### src/sv/satl_pkg.sv
package satl_pkg;

   localparam int ADDR_W   = 48;
   localparam int TAG_W    = 48;
   localparam int STAMP_W  = 32;
   localparam int LFSR_W   = 16;
   localparam int POLICY_W = 2;
   localparam int OFFS_W   = 4;
   localparam int CSR_W    = 4;
   localparam int KIND_W   = 2;
   localparam int WAYF_W   = 2;

   localparam int DEF_SETS      = 256;
   localparam int DEF_WAYS      = 4;
   localparam int DEF_ADDR_BITS = 48;

   localparam logic [POLICY_W-1:0] POL_FIFO = 2'd0;
   localparam logic [POLICY_W-1:0] POL_LRU  = 2'd1;
   localparam logic [POLICY_W-1:0] POL_RAND = 2'd2;

   localparam logic [KIND_W-1:0] FK_HIT   = 2'd0;
   localparam logic [KIND_W-1:0] FK_FREE  = 2'd1;
   localparam logic [KIND_W-1:0] FK_EVICT = 2'd2;

   localparam logic CSR_POLICY = 1'b0;
   localparam logic CSR_OFFSET = 1'b1;

   localparam logic [POLICY_W-1:0] POLICY_RST = POL_LRU;
   localparam logic [OFFS_W-1:0]   OFFS_RST   = 4'd6;
   localparam logic [LFSR_W-1:0]   LFSR_SEED  = 16'hACE1;
   localparam logic [LFSR_W-1:0]   LFSR_TAPS  = 16'hB400;

   typedef struct packed {
      logic               valid;
      logic               dirty;
      logic [TAG_W-1:0]   tag;
      logic [STAMP_W-1:0] stamp;
   } line_type;

   typedef enum logic [2:0] {
      ST_CLEAR,
      ST_IDLE,
      ST_DIV,
      ST_READ,
      ST_EXEC
   } state_type;

   typedef struct packed {
      logic clr_step;
      logic accept;
      logic rd_req;
      logic div_step;
      logic rd_rem;
      logic exec;
   } cmd_type;

   typedef struct packed {
      logic clr_last;
      logic out_free;
   } status_type;

   function automatic logic [LFSR_W-1:0] lfsr_next(input logic [LFSR_W-1:0] s);
      logic [LFSR_W-1:0] n;
      n = s >> 1;
      if (s[0]) begin
         n = n ^ LFSR_TAPS;
      end
      return n;
   endfunction

endpackage

### src/sv/satl_ctrl.sv
module satl_ctrl #(
   parameter int SETS = satl_pkg::DEF_SETS
) (
   input  logic                  clock,
   input  logic                  reset,
   input  logic                  req_valid,
   output logic                  req_ready,
   input  satl_pkg::status_type  status,
   output satl_pkg::cmd_type     cmd
);
   import satl_pkg::*;

   localparam bit  SETS_POW2 = (SETS & (SETS - 1)) == 0;
   // fold, reciprocal multiply, remainder
   localparam int  DIV_STEPS = 3;
   localparam int  CNT_W     = 2;
   localparam logic [CNT_W-1:0] CNT_LAST = CNT_W'(DIV_STEPS - 1);

   state_type        state_ff, state_in;
   logic [CNT_W-1:0] cnt_ff, cnt_in;
   logic             accept;

   assign accept = (state_ff == ST_IDLE) && req_valid;

   always_ff @(posedge clock) begin
      if (reset) begin
         state_ff <= ST_CLEAR;
         cnt_ff   <= '0;
      end else begin
         state_ff <= state_in;
         cnt_ff   <= cnt_in;
      end
   end

   always_comb begin
      state_in = state_ff;
      cnt_in   = cnt_ff;
      unique case (state_ff)
         ST_CLEAR: begin
            if (status.clr_last) state_in = ST_IDLE;
         end
         ST_IDLE: begin
            cnt_in = '0;
            if (accept) state_in = SETS_POW2 ? ST_EXEC : ST_DIV;
         end
         ST_DIV: begin
            cnt_in = cnt_ff + 1'b1;
            if (cnt_ff == CNT_LAST) state_in = ST_READ;
         end
         ST_READ: begin
            state_in = ST_EXEC;
         end
         ST_EXEC: begin
            if (status.out_free) state_in = ST_IDLE;
         end
         default: state_in = ST_CLEAR;
      endcase
   end

   always_comb begin
      cmd       = '0;
      req_ready = 1'b0;
      unique case (state_ff)
         ST_CLEAR: cmd.clr_step = 1'b1;
         ST_IDLE: begin
            req_ready  = 1'b1;
            cmd.accept = accept;
            cmd.rd_req = accept && SETS_POW2;
         end
         ST_DIV:  cmd.div_step = 1'b1;
         ST_READ: cmd.rd_rem = 1'b1;
         ST_EXEC: cmd.exec = status.out_free;
         default: cmd = '0;
      endcase
   end

endmodule

### config.mk
export PLATFORM = sky130hd
export DESIGN_NAME = satl_ctrl
export DESIGN_NICKNAME = d
export VERILOG_FILES = /design/src/sv/satl_pkg.sv /design/src/sv/satl_ctrl.sv
export SDC_FILE = /design/constraint.sdc
export NUM_CORES = 1
export LEC_CHECK = 0
export BUFFER_PORTS_ARGS = -buffer_cell sky130_fd_sc_hd__buf_2
export CORE_AREA = 2 2 39 41
export CTS_BUF_LIST = sky130_fd_sc_hd__clkbuf_16
export CTS_CLUSTER_DIAMETER = 80
export DETAILED_ROUTE_END_ITERATION = 16
export DIE_AREA = 0 0 41 43
export GPL_TIMING_DRIVEN = 0
export SLEW_MARGIN = 20
export SYNTH_ARGS = -nofsm -noshare
export SYNTH_HDL_FRONTEND = slang
export SYNTH_SLANG_ARGS = --single-unit
### constraint.sdc
create_clock -name clock -period 2.6 [get_ports clock]
set_clock_uncertainty 0.15 [all_clocks]
set_input_delay 0.13 -clock clock [delete_from_list [all_inputs] [get_ports clock]]
set_output_delay 0.13 -clock clock [all_outputs]
set_load 0.1 [all_outputs]
; ---- Yosys cells after proc, flatten, opt, wreduce, memory -nomap -nowiden
; Cells that the tools add are included.
[totals]
ff_bits = 5
in_bits = 5
output_inout_bits = 7
word_cells = 28
[op_classes]
n_addsub = 1
eq_ne = 9
n_mux = 12
n_reduce_logical = 4
[op_table]
columns = operator, count
row1 = 3-bit case mux with 5 select lines, 1
row2 = 3-bit two-way mux, 4
row3 = 2-bit != test (second input constant), 4
row4 = 3-bit by 2-bit == test with 1-bit output (second input constant), 2
row5 = 1-bit two-way mux, 5
row6 = 2-bit case mux with 2 select lines, 1
row7 = 4-bit AND reduction, 1
row8 = 3-bit by 1-bit == test with 1-bit output (second input constant), 1
row9 = 3-bit == test (second input constant), 1
row10 = 3-bit logical NOT, 1
row11 = 2-bit by 1-bit adder with 2-bit output (second input constant), 1
row12 = 2-bit == test (second input constant), 1
row13 = 2-bit two-way mux, 1
row14 = 2-bit nonzero test, 1
row15 = 1-bit logical AND, 1

; ---- Depth between registers and ports, before layout
[logic_depth]
word_depth = 4
ltp_mapped = 5
ltp_nobuf = 5

; ---- Worst setup path before layout
; OpenSTA, ideal clock, no wires.
[synth_timing]
path_type = reg-to-output
startpoint = register state_ff[0]
endpoint = output port cmd[4] (netlist name)
arrival_ns = 2.637
required_time_ns = 2.320
setup_slack_ns = -0.317
stages_incl_launch_ff = 5
n_path_buf = 1
path_cell_list = dfxtp_1 > nor2b_1 > and2b_1 > and2_1 > buf_4
[synth_lines]
columns = item, line
row1 = from (decl), satl_ctrl.sv:19  ; state_type state_ff, state_in;
row2 = from (signal assigned), satl_ctrl.sv:30  ; state_ff <= state_in;
row3 = to (decl), satl_ctrl.sv:9  ; output satl_pkg::cmd_type cmd

==> impl_metrics.json <==
{
  "status": "finished clean",
  "leakagePower_nw": 0.217,
  "grt_max_degree": 11,
  "setup_viol": 0,
  "fin_crit_ps": 2010,
  "antenna_found_initial": 0,
  "relSlewSlack": 0.676,
  "synthCells": 38,
  "peakVddDrop_mv": 0.393,
  "drt-met1-wl_um": 329,
  "yosysTopAreaCell": "dfxtp_1",
  "synth_edf_count": 0,
  "netlist_area_um2": 300,
  "seq_area_um2": 100,
  "path_clk_slew_ps": 30,
  "worst_pin_slew_ps": 489,
  "worstPathArrival_ps": 1730,
  "cts_hold_buf": 1,
  "highest_layer": "met3",
  "io_buffers": 11,
  "layout-drive-gt1-share": 0.352,
  "cts_resized": 0,
  "endpoint_kind": "output port",
  "wl_per_cell_um": 11.0,
  "grt_pass1_vias": 287,
  "grt_usage": 0.0995,
  "place_inst": 65,
  "fp.dieArea_um2": 1760,
  "vias": 329,
  "syn_to_final_growth_pct": 56.7,
  "post-route-period-util": 0.772,
  "synth.most_common_cell": "dfxtp_1",
  "fill_cells": 141,
  "gp_congestion": 0.694,
  "path_buf_inv": 2,
  "clkLatencyLatePin_ps": 230,
  "cpPeakStageDelay_ps": 480,
  "avgSynthCellArea_um2": 7.90,
  "multi_input_area_um2": 183,
  "routed_wl_um": 769,
  "cts_tree": "yes",
  "synth.area.top_cells": "dfxtp_1 33%, nor2b_1 8.3%, o21ai_0 6.7%",
  "ios": 12,
  "core_um2": 1380,
  "cp_top_family": "simple AND/OR/NAND/NOR gates",
  "maxCapViolations": 0,
  "maxSlewViolCount": 0,
  "critPathSlowestCell": "dfxtp_1",
  "drc_errors": 0,
  "ys.flop_type": "dfxtp_1",
  "nNetsFinal": 61,
  "timing.setup.tns_ps": 0,
  "yosys-top-cells-count": "5 x dfxtp_1, 4 x nor2b_1, 4 x o21ai_0",
  "hp-class": "input port to flip-flop",
  "place_area_um2": 382,
  "critical_path.max_fanout": 9,
  "die_w_um": 41,
  "ys_seq_elements": 5,
  "hold_viol": 0,
  "first_pass_iters": 1,
  "viasPerCell": 4.70,
  "clk_path_buf_depth": 2,
  "async_reset_ff_frac": 0,
  "globalRoute.totalOverflow": 0,
  "cts.htree.levels": 1,
  "clockRootBuffer": "clkbuf_16",
  "post-dp-hpwl_um": 541,
  "fmax_ghz": 0.498,
  "dieHeight_um": 43,
  "reg2reg_slack_ps": 1320,
  "required_ps": 2320,
  "cts_setup_buffers": 0,
  "first_iter_violations": 0,
  "p_per_area_nw_per_um2": 853,
  "rows": 14,
  "startpoint_type": "flip-flop",
  "cts.sinks": 5,
  "numCtsBuffers": 3,
  "rsz0062_at_grt": "no",
  "synth_fp_nets": 44,
  "grt_pass1_wl_um": 1100,
  "antenna_left": 0,
  "critPathKind": "flip-flop to output port",
  "wl_met3_um": 65,
  "start_util": 0.217,
  "stdcell_area_um2": 470,
  "netlist.area_leader.share": 0.333,
  "synth.distinct_cells": 17,
  "ys_warn_count": 0,
  "layout.cells.non_filler": 70,
  "wl_met2_um": 373,
  "worstPathCellList": "nor2b_1 > and2b_1 > and2_2 > buf_4 > buf_2",
  "num_antenna_cells": 0,
  "seq_area_frac_synth": 0.333
}
## logic make-up (layout without fill, tap and decap cells)
group | Yosys count | after routing | share of synthesized area
AO/OA/AOI/OAI | 10 | 10 | 0.179
adder cells (fa/ha/maj) | 1 | 1 | 0.0417
buffers and inverters | 4 | 20 | 0.0791
flip-flops | 5 | 5 | 0.333
AND/OR/NAND/NOR | 18 | 18 | 0.367
## layout make-up
class                           count  area share
Clock inverter                      1     0.00798
Buffer                              3      0.0426
Tap cell                           16      0.0426
Sequential cell                     5       0.213
Multi-Input combinational cell     29       0.388
Timing Repair Buffer               12       0.138
Clock buffer                        3       0.160
Inverter                            1     0.00798
## placed cells by master, fill, tap and decap left out, types with 2 or more instances in the layout
cell type  netlist  layout
buf_2            1      12
dfxtp_1          5       5
nor2b_1          4       4
o21ai_0          4       4
nor2_1           3       3
a31oi_1          3       3
a21oi_1          3       3
clkbuf_16        0       3
buf_4            2       2
and2_1           3       2
and3_1           2       2
inv_1            1       2
nand3b_1         2       2
## sequential cells by signal, summed over array words and instances (netlist names)
register  count
state_ff      3
cnt_ff        2
## where the power goes
group	total (mW)	internal, mW	switching, mW
Clock	0.251	0.199	0.0515
Sequential	0.0828	0.0793	0.00352
Combinational	0.0677	0.0146	0.0531
## worst register-to-register path: stages, from the launching register on
cell and delay [ps]:
dfxtp_1 310, buf_4 170, nor2_1 260, o21ai_0 120, a31oi_1 190
## per-layer routing
metal	GRT usage	up-vias
met2	0.163	12
met5	0	-
li1	-	166
met4	0.0800	0
met3	0.0471	0
met1	0.0839	151
## worst paths after layout
| kind | from | endpoint | cells after the start |
|---|---|---|---|
| hold reg to reg | cnt_ff[0]$_SDFFE_PP0P_ | cnt_ff[0]$_SDFFE_PP0P_ | 2 |
| setup / recovery | state_ff[0]$_SDFFE_PP0P_ | cmd[4] | 5 |
| hold / removal | status[0] | state_ff[2]$_SDFFE_PP0P_ | 3 |
| setup reg to reg | state_ff[1]$_SDFFE_PP0P_ | cnt_ff[1]$_SDFFE_PP0P_ | 4 |
## metrics by stage
stage          utilization  hold slack (ps)  power, mW  worst slack [ps]
5_1_grt              0.340             92.0      0.412               503
3_5_place_dp         0.276              225      0.151               832
6_report             0.340             58.8      0.401               593
4_1_cts              0.340             61.3      0.402               590
3_3_place_gp         0.276              216      0.150               865
2_1_floorplan            -             49.1      0.138             -28.2
No activity file was read; power rests on OpenSTA's default activity.
